File: src/rtl/assert_macros.svh
// ----------------------------------------------------------------------------
// Assertion macros
// Short forms for clocked implication checks with a synchronous reset.
// ----------------------------------------------------------------------------
`ifndef ASSERT_MACROS_SVH
`define ASSERT_MACROS_SVH

// The consequent must hold in the same cycle as the antecedent.
`define ASSERT_SAME(label, clk, rst_n, ante, cons) \
    label: assert property (@(posedge clk) disable iff (!(rst_n)) (ante) |-> (cons)) \
        else $error("assertion failed: same-cycle implication");

// The consequent must hold in the cycle after the antecedent.
`define ASSERT_NEXT(label, clk, rst_n, ante, cons) \
    label: assert property (@(posedge clk) disable iff (!(rst_n)) (ante) |=> (cons)) \
        else $error("assertion failed: next-cycle implication");

`endif

File: src/rtl/bdq_pkg.sv
// ----------------------------------------------------------------------------
// bdq_pkg
// Types and constants shared by the double-ended queue modules.
// ----------------------------------------------------------------------------
`default_nettype none

package bdq_pkg;

    localparam int BDQ_DEPTH = 16;
    localparam int KIND_W    = 3;
    localparam int VALUE_W   = 32;
    localparam int STATUS_W  = 2;

    typedef enum logic [KIND_W-1:0] {
        KIND_PUSH_FRONT = 3'd0,
        KIND_PUSH_BACK  = 3'd1,
        KIND_POP_FRONT  = 3'd2,
        KIND_POP_BACK   = 3'd3,
        KIND_DUMP_FWD   = 3'd4,
        KIND_DUMP_BWD   = 3'd5
    } t_kind;

    typedef enum logic [STATUS_W-1:0] {
        STATUS_OK    = 2'd0,
        STATUS_EMPTY = 2'd1,
        STATUS_FULL  = 2'd2
    } t_status;

    typedef enum logic [1:0] {
        ST_IDLE,
        ST_POP,
        ST_DUMP
    } t_state;

    typedef struct packed {
        logic wr_en;
        logic rd_en;
    } t_ram_ctl;

    typedef struct packed {
        logic                       valid;
        logic signed [VALUE_W-1:0]  value;
        t_status                    status;
        logic                       last;
    } t_result;

endpackage

`default_nettype wire

File: src/rtl/bounded_double_ended_queue_unit.sv
// ----------------------------------------------------------------------------
// bounded_double_ended_queue_unit
// Double-ended queue of signed 32-bit values in a ring store of DEPTH entries.
//
//   Channel   Direction  Handshake               Fields
//   command   in         i_start and not o_busy  i_kind, i_value
//   result    out        o_valid strobe          o_item_value, o_status, o_last
//
// A push, a rejected operation or an empty dump leaves the unit idle; its beat
// appears the cycle after acceptance and the next command is taken at once.
// A pop holds o_busy through ST_POP while the store's registered read returns.
// A dump of N entries holds o_busy through ST_DUMP and streams one beat per cycle.
// The synchronous reset empties the queue; the store itself is not cleared.
// The receiver cannot stall, so o_busy depends only on the operation in work.
// ----------------------------------------------------------------------------
`default_nettype none

module bounded_double_ended_queue_unit #(
    parameter int DEPTH = bdq_pkg::BDQ_DEPTH
) (
    input  wire logic                                i_clk,
    input  wire logic                                i_rst_n,
    input  wire logic                                i_start,
    output logic                                     o_busy,
    input  wire logic [bdq_pkg::KIND_W-1:0]          i_kind,
    input  wire logic signed [bdq_pkg::VALUE_W-1:0]  i_value,
    output logic                                     o_valid,
    output logic signed [bdq_pkg::VALUE_W-1:0]       o_item_value,
    output logic [bdq_pkg::STATUS_W-1:0]             o_status,
    output logic                                     o_last
);
    import bdq_pkg::*;
`include "assert_macros.svh"

    localparam int AW = $clog2(DEPTH);

    t_ram_ctl                  ram_ctl;
    logic [AW-1:0]             wr_addr;
    logic signed [VALUE_W-1:0] wr_data;
    logic [AW-1:0]             rd_addr;
    logic signed [VALUE_W-1:0] rd_data;
    t_result                   result;
    logic                      push_accept;

    logic                      r_valid;
    logic signed [VALUE_W-1:0] r_item_value;
    t_status                   r_status;
    logic                      r_last;

    bdq_ctrl #(
        .DEPTH (DEPTH)
    ) u_ctrl (
        .i_clk     (i_clk),
        .i_rst_n   (i_rst_n),
        .i_start   (i_start),
        .i_kind    (i_kind),
        .i_value   (i_value),
        .o_busy    (o_busy),
        .o_ram_ctl (ram_ctl),
        .o_wr_addr (wr_addr),
        .o_wr_data (wr_data),
        .o_rd_addr (rd_addr),
        .i_rd_data (rd_data),
        .o_result  (result)
    );

    bdq_ram #(
        .DEPTH (DEPTH)
    ) u_ram (
        .i_clk     (i_clk),
        .i_ctl     (ram_ctl),
        .i_wr_addr (wr_addr),
        .i_wr_data (wr_data),
        .i_rd_addr (rd_addr),
        .o_rd_data (rd_data)
    );

    always_ff @(posedge i_clk) begin
        if (!i_rst_n) begin
            r_valid <= 1'b0;
        end else begin
            r_valid <= result.valid;
        end
    end

    always_ff @(posedge i_clk) begin
        r_item_value <= result.value;
        r_status     <= result.status;
        r_last       <= result.last;
    end

    assign o_valid      = r_valid;
    assign o_item_value = r_item_value;
    assign o_status     = r_status;
    assign o_last       = r_last;

    assign push_accept = i_start && !o_busy &&
                         (i_kind == KIND_PUSH_FRONT || i_kind == KIND_PUSH_BACK);

    `ASSERT_NEXT(a_push_beat, i_clk, i_rst_n, push_accept, o_valid && o_last)
    `ASSERT_SAME(a_error_is_last, i_clk, i_rst_n, o_valid && o_status != STATUS_OK, o_last)
    `ASSERT_NEXT(a_dump_contiguous, i_clk, i_rst_n, o_valid && !o_last, o_valid)

endmodule

`default_nettype wire

File: src/rtl/bdq_ram.sv
// ----------------------------------------------------------------------------
// bdq_ram
// Entry store: one write port and one read port with registered read data.
// ----------------------------------------------------------------------------
`default_nettype none

module bdq_ram #(
    parameter int DEPTH = bdq_pkg::BDQ_DEPTH,
    localparam int AW   = $clog2(DEPTH)
) (
    input  wire logic                                i_clk,
    input  wire bdq_pkg::t_ram_ctl                   i_ctl,
    input  wire logic [AW-1:0]                       i_wr_addr,
    input  wire logic signed [bdq_pkg::VALUE_W-1:0]  i_wr_data,
    input  wire logic [AW-1:0]                       i_rd_addr,
    output logic signed [bdq_pkg::VALUE_W-1:0]       o_rd_data
);
    import bdq_pkg::*;

    logic signed [VALUE_W-1:0] r_mem [DEPTH];
    logic signed [VALUE_W-1:0] r_rd_data;

    always_ff @(posedge i_clk) begin
        if (i_ctl.wr_en) begin
            r_mem[i_wr_addr] <= i_wr_data;
        end
    end

    always_ff @(posedge i_clk) begin
        if (i_ctl.rd_en) begin
            r_rd_data <= r_mem[i_rd_addr];
        end
    end

    assign o_rd_data = r_rd_data;

endmodule

`default_nettype wire

File: src/rtl/bdq_ctrl.sv
// ----------------------------------------------------------------------------
// bdq_ctrl
// Pointer and count keeping, operation decode and the dump sequencer.
// ----------------------------------------------------------------------------
`default_nettype none

module bdq_ctrl #(
    parameter int DEPTH = bdq_pkg::BDQ_DEPTH,
    localparam int AW   = $clog2(DEPTH),
    localparam int CW   = $clog2(DEPTH + 1)
) (
    input  wire logic                                i_clk,
    input  wire logic                                i_rst_n,
    input  wire logic                                i_start,
    input  wire logic [bdq_pkg::KIND_W-1:0]          i_kind,
    input  wire logic signed [bdq_pkg::VALUE_W-1:0]  i_value,
    output logic                                     o_busy,
    output bdq_pkg::t_ram_ctl                        o_ram_ctl,
    output logic [AW-1:0]                            o_wr_addr,
    output logic signed [bdq_pkg::VALUE_W-1:0]       o_wr_data,
    output logic [AW-1:0]                            o_rd_addr,
    input  wire logic signed [bdq_pkg::VALUE_W-1:0]  i_rd_data,
    output bdq_pkg::t_result                         o_result
);
    import bdq_pkg::*;

    t_state          r_state, n_state;
    logic [AW-1:0]   r_front, n_front;
    logic [AW-1:0]   r_back,  n_back;
    logic [CW-1:0]   r_count, n_count;
    logic [AW-1:0]   r_idx,   n_idx;
    logic [CW-1:0]   r_left,  n_left;
    logic            r_bwd,   n_bwd;

    logic            full;
    logic            empty;
    logic [AW-1:0]   front_prev;
    logic [AW-1:0]   back_prev;
    logic [AW-1:0]   idx_step;

    function automatic logic [AW-1:0] ring_next(input logic [AW-1:0] p);
        return (p == AW'(DEPTH - 1)) ? '0 : p + AW'(1);
    endfunction

    function automatic logic [AW-1:0] ring_prev(input logic [AW-1:0] p);
        return (p == '0) ? AW'(DEPTH - 1) : p - AW'(1);
    endfunction

    assign full       = (r_count == CW'(DEPTH));
    assign empty      = (r_count == '0);
    assign front_prev = ring_prev(r_front);
    assign back_prev  = ring_prev(r_back);
    assign idx_step   = r_bwd ? ring_prev(r_idx) : ring_next(r_idx);

    always_ff @(posedge i_clk) begin
        if (!i_rst_n) begin
            r_state <= ST_IDLE;
            r_front <= '0;
            r_back  <= '0;
            r_count <= '0;
            r_idx   <= '0;
            r_left  <= '0;
            r_bwd   <= 1'b0;
        end else begin
            r_state <= n_state;
            r_front <= n_front;
            r_back  <= n_back;
            r_count <= n_count;
            r_idx   <= n_idx;
            r_left  <= n_left;
            r_bwd   <= n_bwd;
        end
    end

    always_comb begin
        n_state   = r_state;
        n_front   = r_front;
        n_back    = r_back;
        n_count   = r_count;
        n_idx     = r_idx;
        n_left    = r_left;
        n_bwd     = r_bwd;
        o_ram_ctl = '0;
        o_wr_addr = r_back;
        o_wr_data = i_value;
        o_rd_addr = r_front;
        o_result  = '0;

        case (r_state)
            ST_IDLE: begin
                if (i_start) begin
                    case (i_kind)
                        KIND_PUSH_FRONT, KIND_PUSH_BACK: begin
                            o_result.valid = 1'b1;
                            o_result.last  = 1'b1;
                            if (full) begin
                                o_result.status = STATUS_FULL;
                            end else begin
                                o_result.status  = STATUS_OK;
                                o_ram_ctl.wr_en  = 1'b1;
                                n_count          = r_count + CW'(1);
                                if (i_kind == KIND_PUSH_FRONT) begin
                                    o_wr_addr = front_prev;
                                    n_front   = front_prev;
                                end else begin
                                    o_wr_addr = r_back;
                                    n_back    = ring_next(r_back);
                                end
                            end
                        end
                        KIND_POP_FRONT, KIND_POP_BACK: begin
                            if (empty) begin
                                o_result.valid  = 1'b1;
                                o_result.status = STATUS_EMPTY;
                                o_result.last   = 1'b1;
                            end else begin
                                o_ram_ctl.rd_en = 1'b1;
                                n_count         = r_count - CW'(1);
                                n_state         = ST_POP;
                                if (i_kind == KIND_POP_FRONT) begin
                                    o_rd_addr = r_front;
                                    n_front   = ring_next(r_front);
                                end else begin
                                    o_rd_addr = back_prev;
                                    n_back    = back_prev;
                                end
                            end
                        end
                        KIND_DUMP_FWD, KIND_DUMP_BWD: begin
                            if (empty) begin
                                o_result.valid  = 1'b1;
                                o_result.status = STATUS_EMPTY;
                                o_result.last   = 1'b1;
                            end else begin
                                o_ram_ctl.rd_en = 1'b1;
                                o_rd_addr       = (i_kind == KIND_DUMP_BWD) ? back_prev
                                                                            : r_front;
                                n_idx           = o_rd_addr;
                                n_left          = r_count;
                                n_bwd           = (i_kind == KIND_DUMP_BWD);
                                n_state         = ST_DUMP;
                            end
                        end
                        default: begin
                        end
                    endcase
                end
            end
            ST_POP: begin
                o_result.valid  = 1'b1;
                o_result.value  = i_rd_data;
                o_result.status = STATUS_OK;
                o_result.last   = 1'b1;
                n_state         = ST_IDLE;
            end
            ST_DUMP: begin
                o_result.valid  = 1'b1;
                o_result.value  = i_rd_data;
                o_result.status = STATUS_OK;
                o_result.last   = (r_left == CW'(1));
                if (r_left == CW'(1)) begin
                    n_state = ST_IDLE;
                end else begin
                    o_ram_ctl.rd_en = 1'b1;
                    o_rd_addr       = idx_step;
                    n_idx           = idx_step;
                    n_left          = r_left - CW'(1);
                end
            end
            default: begin
                n_state = ST_IDLE;
            end
        endcase
    end

    assign o_busy = (r_state != ST_IDLE);

endmodule

`default_nettype wire

File: config.mk
export PLATFORM = sky130hd
export DESIGN_NAME = bounded_double_ended_queue_unit
export DESIGN_NICKNAME = d
export VERILOG_FILES = /design/src/rtl/bdq_pkg.sv /design/src/rtl/bounded_double_ended_queue_unit.sv /design/src/rtl/bdq_ram.sv /design/src/rtl/bdq_ctrl.sv
export VERILOG_INCLUDE_DIRS = /design/src /design/src/rtl
export SDC_FILE = /design/constraint.sdc
export NUM_CORES = 1
export LEC_CHECK = 0
export CORE_MARGIN = 2
export CORE_UTILIZATION = 55
export CTS_CLUSTER_DIAMETER = 150
export CTS_CLUSTER_SIZE = 25
export DETAILED_ROUTE_END_ITERATION = 7
export DONT_BUFFER_PORTS = 1
export PLACE_DENSITY_LB_ADDON = 0.08
export SETUP_SLACK_MARGIN = 0.02
export SLEW_MARGIN = 30
export SYNTH_ARGS = -nofsm -noshare
export SYNTH_HDL_FRONTEND = slang
export SYNTH_SLANG_ARGS = --single-unit
File: constraint.sdc
create_clock -name i_clk -period 9.63 [get_ports i_clk]
set_input_delay 1.4445 -clock i_clk [delete_from_list [all_inputs] [get_ports i_clk]]
set_output_delay 1.4445 -clock i_clk [all_outputs]
set_load 0.02 [all_outputs]
Word-level counts from Yosys, hierarchy flattened
Memory sizes are Yosys's and may differ from the RTL's. A register that Yosys moved wholly into a read port is not among the register bits.
Index checks and enable logic that the tools add are counted.
{ "word_totals": {"n_memories": 1, "mem_bits_rw": 512, "latch_bits": 0, "out_inout_bits": 37, "regBits": 61, "mem_bits_ro": 0, "input_bits": 38, "elab_cells": 136} }
{ "op_classes": {"n_shift": 0, "n_eq_ne": 26, "mux": 68, "bitwise_logic": 1, "n_div": 0, "add_sub_neg": 9, "n_mul": 0, "n_reduce_logical": 20, "magnitude_cmp": 0} }
{ "memory_table": {"columns": ["name", "words", "word_bits", "rd", "rd_clocked_by_memory_dff", "write_ports", "line", "text"], "rows": [
  ["u_ram.r_mem", 16, 32, 1, 1, 1, "bdq_ram.sv:20", "logic signed [VALUE_W-1:0] r_mem [DEPTH];"]
]} }
{ "op_table": {"columns": ["cell", "n"], "rows": [
  ["2-to-1 mux 4 bit", 30],
  ["one-hot mux 4 bit (2 select lines)", 5],
  ["2-to-1 mux 5 bit", 6],
  ["one-hot mux 5 bit (2 select lines)", 2],
  ["inequality test 2 bit (second input constant)", 9],
  ["AND reduction 5 bit", 3],
  ["2-to-1 mux 2 bit", 7],
  ["AND reduction 7 bit", 2],
  ["adder 4 x 1 -> 4 bit (second input constant)", 3],
  ["== test 4 bit (second input constant)", 3],
  ["zero test 4 bit", 3],
  ["subtractor 4 x 1 -> 4 bit (second input constant)", 3],
  ["2-to-1 mux 1 bit", 10],
  ["subtractor 5 x 1 -> 5 bit (second input constant)", 2],
  ["inequality test 3 bit (second input constant)", 3],
  ["one-hot mux 3 bit (3 select lines)", 1],
  ["one-hot mux 2 bit (2 select lines)", 2],
  ["OR reduction 2 bit", 4],
  ["== test 3 x 2 -> 1 bit (second input constant)", 2],
  ["== test 3 bit (second input constant)", 2],
  ["one-hot mux 1 bit (2 select lines)", 3],
  ["one-hot mux 3 bit (2 select lines)", 1],
  ["nonzero test 2 bit", 3],
  ["adder 5 x 1 -> 5 bit (second input constant)", 1],
  ["13 further kinds", 14]
]} }

Logic depth before layout (Yosys ltp)
{ "depth": {"depth_word": 7, "depth_mapped": 11} }

Modules after synthesis
A second synthesis with hierarchy kept.
{ "hier_totals": {"hier_cells": 1258, "hier_area_um2": 23760.3} }
{ "modules_own_cells": {"columns": ["mod", "cells_each", "seq_area_each_um2", "n_inst", "area_per_inst_um2"], "rows": [
  ["bdq_ram", 838, 16335.7, 1, 20155.6],
  ["bdq_ctrl", 383, 500.5, 1, 2877.8],
  ["bounded_double_ended_queue_unit", 37, 720.7, 1, 726.9]
]} }

Least setup slack after synthesis
Ideal clock, no wire load.
{ "synth_path": {"path_type": "in2reg", "start": "input port i_start", "end": "memory u_ram.r_mem[11][0], enable pin", "t_arrival_ns": 3.817, "slack_ns": 5.392, "setup_ns": 0.421, "n_path_buf": 0, "stages": 7, "cell_sequence": "nand2_1 -> nor3_1 -> nand2_1 -> nor2_1 -> mux2i_1 -> nand2_1 -> nor2_1"} }
{ "synth_via": {"elab_chain_cells": 4, "elab_cells_between_ends": 6} }
{ "synth_lines": {"columns": ["item", "line", "text"], "rows": [
  ["from (decl)", "bounded_double_ended_queue_unit.sv:23", "input wire logic i_start,"],
  ["2-to-1 mux 2 bit", "bdq_ctrl.sv:91", "if (i_start) begin"],
  ["2-to-1 mux 1 bit", "bdq_ctrl.sv:89", "case (r_state)"],
  ["2-to-1 mux 1 bit", "bdq_ram.sv:24", "if (i_ctl.wr_en) begin"],
  ["2-to-1 mux 1 bit (not written as such)", "bdq_ram.sv:25", "r_mem[i_wr_addr] <= i_wr_data;"],
  ["to (decl)", "bdq_ram.sv:20", null]
]} }
Several ways; a longest one is shown, not always the timed one.

Worst setup path after layout
{ "layout_path": {"start": "input port i_kind[2] (netlist bit)", "end": "register u_ram.r_rd_data[31] (netlist: u_ram.o_rd_data[31]), read port of u_ram.r_mem, data pin"} }
{ "layout_via": {"elab_chain_cells": 6, "elab_cells_between_ends": 17} }
{ "layout_lines": {"columns": ["item", "line", "text"], "rows": [
  ["from (decl)", "bounded_double_ended_queue_unit.sv:25", "input wire logic [bdq_pkg::KIND_W-1:0] i_kind,"],
  ["== test 3 bit / == test 3 x 2 -> 1 bit (equally long branches)", "bdq_ctrl.sv:92, bdq_ctrl.sv:136, bdq_ctrl.sv:120", null],
  ["2-to-1 mux 4 bit, on equally long branches", "bdq_ctrl.sv:136, bdq_ctrl.sv:120", null],
  ["2-to-1 mux 4 bit, on equally long branches", "bdq_ctrl.sv:130, bdq_ctrl.sv:112", null],
  ["one-hot mux 4 bit (2 select lines)", "bdq_ctrl.sv:92", "case (i_kind)"],
  ["2-to-1 mux 4 bit", "bdq_ctrl.sv:91", null],
  ["one-hot mux 4 bit (2 select lines)", "bdq_ctrl.sv:89", null],
  ["to (decl)", "bdq_ram.sv:21", "logic signed [VALUE_W-1:0] r_rd_data;"]
]} }
Several ways; a longest one is shown, not always the timed one.
A chain may end at the register's enable or synchronous reset.

==> results.md <==
* Kind of critical path: in2reg
* Antenna violations before repair at 0
* # port buffers at 0
* WP data required at roughly 10000 ps
* Met2 WL post-DR at roughly 26 mm
* Post_cts resized at 0
* Deepest clock path buffer count at 3
* Gr usage total at a little under a quarter
* Mapped Area at between 20000 and 25000 µm²
* Worst Hold Class: reg2reg
* Overflow after GRT at 0
* Synth Register Bits at approximately 600
* Final Hold Fails at 0
* Sink Count at 605
* Worst r2r path cells at 9
* Crit path launch: i_kind[2]
* Unrepaired setup endpoints after global routing: no
* Total number of vias at roughly 12000
* Vias in the first global route at ~12000
* Core area at around 43000 µm²
* Maxcap violations at 0
* Post-synth cell types at slightly above 50
* Seq/Total Area, Yosys at between 70% and 80%
* Global-route wire length before repair at roughly 77 mm
* Final Max Slew Viols at 0
* CP Launch Type: input pin
* Power per Cell Area at between 200 and 250 nW/µm²
* Die height at approximately 210 µm
* FFs w/ async S/R, synth at 0%
* Seq. cell area at between 15000 and 20000 µm²
* Initial Util at between 50% and 60%
* Synthesis-to-finish area growth at 6.46%
* CP peak stage delay at between 600 and 700 ps
* GP Congestion at about 0.8
* Area contributors post-synth: edfxtp_1 (69%), mux2_2 (9.2%), dfxtp_1 (5.1%)
* Total wire length at around 52 mm
* Period utilization at approximately half
* Layout net count at ~1400
* Met1 WL at 22.7 mm
* Synthesis Warnings at 0
* Layout fillers at around 3200
* Outcome: finished, final reports clean
* Layout cells sized above 1 at roughly 19%
* Crit Path Max Fanout at around 140
* Ant diodes at 0
* CTS Hold Bufs at 0
* Maximum vdd drop at 218 µV
* Hold Path Cell Cnt at 1
* Initial DRC count at 1094
* ANT nets after route at 0
* Clock root cell: clkbuf_16
* Area of the multi-input gates at 5900 µm²
* DR top layer: met4
* DR vias/cell at around 6.3
* Slew headroom at approximately 40%
* Final setup vio count at 0
* H-tree levels at 1
* Post-DP HPWL at around 25 mm
* Fin area at around 25000 µm²
* Standard-cell rows at 76
* Setup crit end kind: register
* Static leakage at approximately 0.008 µW
* Reg clk slew, reported paths at ~100 ps
* Drt drc at 0
* CP cell instances: nand2b_1 > inv_2 > o221ai_1 > mux2_1 > a222oi_1 > buf_4 > buf_12 > mux2_2 > o22ai_1 > nor4_1
* Post-synth top area cell: edfxtp_1
* Syn Area/Cell at approximately 17 µm²
* Area post-placement at around 24000 µm²
* DR pass1 iterations at 5
* R2r startpoint: u_ctrl.r_count[0]$_SDFFE_PN0P_
* Critical Path AT at about 5200 ps
* Worst hold start: u_ram.o_rd_data[6]$_DFFE_PP_
* Clk Latency, worst-skew pair at ~610 ps
* Routed wl met3 at ~2.6 mm
* Min Tclk post-route at about 4800 ps
* I/O pins at 75
* Syn nets at between 1000 and 1500
* Highest Clock Rate at between 200 and 250 MHz
* Total negative slack at 0 ps
* Yosys top cell area share at 68.8%
* Cells after Synth at 1402
* Post-synth EDFFs at 544
* CP max-delay cell: buf_4
* CTS tree: yes
* WL/cell at 26.7 µm
* Post-CTS Setup Bufs at 0
* Skew final at between 30 and 40 ps
* DIE AREA at between 40000 and 50000 µm²
* CTS Buf Count at 28
* Die Wd at around 210 µm
* Pin count of the biggest net entering global routing at around 150
* Synth Flop Type: edfxtp_1
* Slew @ Worst Pin at approximately 900 ps
## cells in the mapped netlist (all sizes together) (2+ instances only)
library cell / instances
ha: 16
mux2: 261
nor3b: 2
nand3: 6
and2: 38
nor4: 34
nor2b: 5
nor2: 49
o22ai: 129
a21o: 7
xnor2: 8
nand2: 24
a211oi: 16
nand4: 5
inv: 18
dfxtp: 61
o21ai: 20
nor4b: 3
a221o: 2
a21oi: 23
nor3: 4
clkbuf: 43
buf: 29
xor2: 4
a31oi: 3
o21bai: 5
edfxtp: 544
nand2b: 4
o211ai: 8
mux2i: 10
and3: 3
o31a: 2
a221oi: 2
## cells in the final DEF, fill, tap and decap left out, types with 18 or more instances in the layout
master       n
mux2_2     194
nand2_1     24
mux2_1      67
o21ai_0     18
buf_4       29
clkbuf_1    21
a21oi_1     23
nor4_1      34
edfxtp_1   544
nor2_1      33
and2_1      38
clkbuf_16   29
o22ai_1    129
dfxtp_1     61
## per-layer routing
metal | GRT usage, % | vias to the layer above
met5 | 0 | -
met4 | 5.17 | 0
met3 | 2.46 | 61
met2 | 40.2 | 309
met1 | 32.8 | 6376
li1 | - | 5488
## final timing paths
check	to	slack, ps
worst max-delay path	u_ram.o_rd_data[31]$_DFFE_PP_	4860
worst min-delay path	o_item_value[6]$_SDFF_PP0_	460
worst max register to register	u_ram.o_rd_data[31]$_DFFE_PP_	5200
worst min register to register	o_item_value[6]$_SDFF_PP0_	460
## power breakdown
| part | internal [µW] | total [µW] | switching, µW |
|---|---|---|---|
| clock | 575 | 1350 | 776 |
| combinational | 485 | 1120 | 637 |
| sequential | 3010 | 3140 | 128 |
| total | 4070 | 5610 | 1540 |
## critical path: cells and delay by family
kind | cells | cell delay, ps
buffers and inverters | 3 | 1470
AO/OA/AOI/OAI | 3 | 710
AND/OR/NAND/NOR | 2 | 640
multiplexers | 2 | 670
## final cells by class
cell class / instances / share of cell area [%]
flip-flops and latches: 605 / 69.5
repair buffers: 30 / 0.941
inverters: 18 / 0.267
clock inverters: 1 / 0.0792
multi-input cells: 707 / 23.3
well taps: 546 / 2.70
clock buffers: 50 / 3.18
## flip-flops by register name, indices dropped and copies added, names as in the netlist
register,cells
o_last,1
u_ram.o_rd_data,32
o_item_value,32
o_valid,1
o_status,2
u_ctrl.r_count,5
u_ram.r_mem,512
u_ctrl.r_left,5
u_ctrl.r_bwd,1
u_ctrl.r_state,2
u_ctrl.r_back,4
u_ctrl.r_front,4
u_ctrl.r_idx,4
## per-stage QoR
step | worst slack (ps) | hold WS [ps] | cells | total power, µW | util (%)
2_1_floorplan | 5390 | 426 | 1402 | 4050 | -
3_3_place_gp | 4380 | 432 | 1906 | 4320 | 57.1
3_5_place_dp | 4280 | 439 | 1906 | 4330 | 57.1
4_1_cts | 4940 | 460 | 1957 | 5660 | 59.0
5_1_grt | 4640 | 485 | 1957 | 5840 | 59.1
6_report | 4860 | 458 | 1957 | 5610 | 59.1
## kinds of logic (layout without fill, tap and decap cells)
| family | count (synthesis) | count (layout) | synth area share, % |
|---|---|---|---|
| compound gates | 225 | 225 | 6.05 |
| simple gates | 181 | 181 | 4.02 |
| mux | 271 | 271 | 12.8 |
| fa+ha+maj | 18 | 18 | 0.970 |
| flops | 605 | 605 | 74.0 |
| buf+inv | 90 | 99 | 1.76 |
| xor+xnor | 12 | 12 | 0.443 |
No activity file was read; power rests on OpenSTA's default activity.
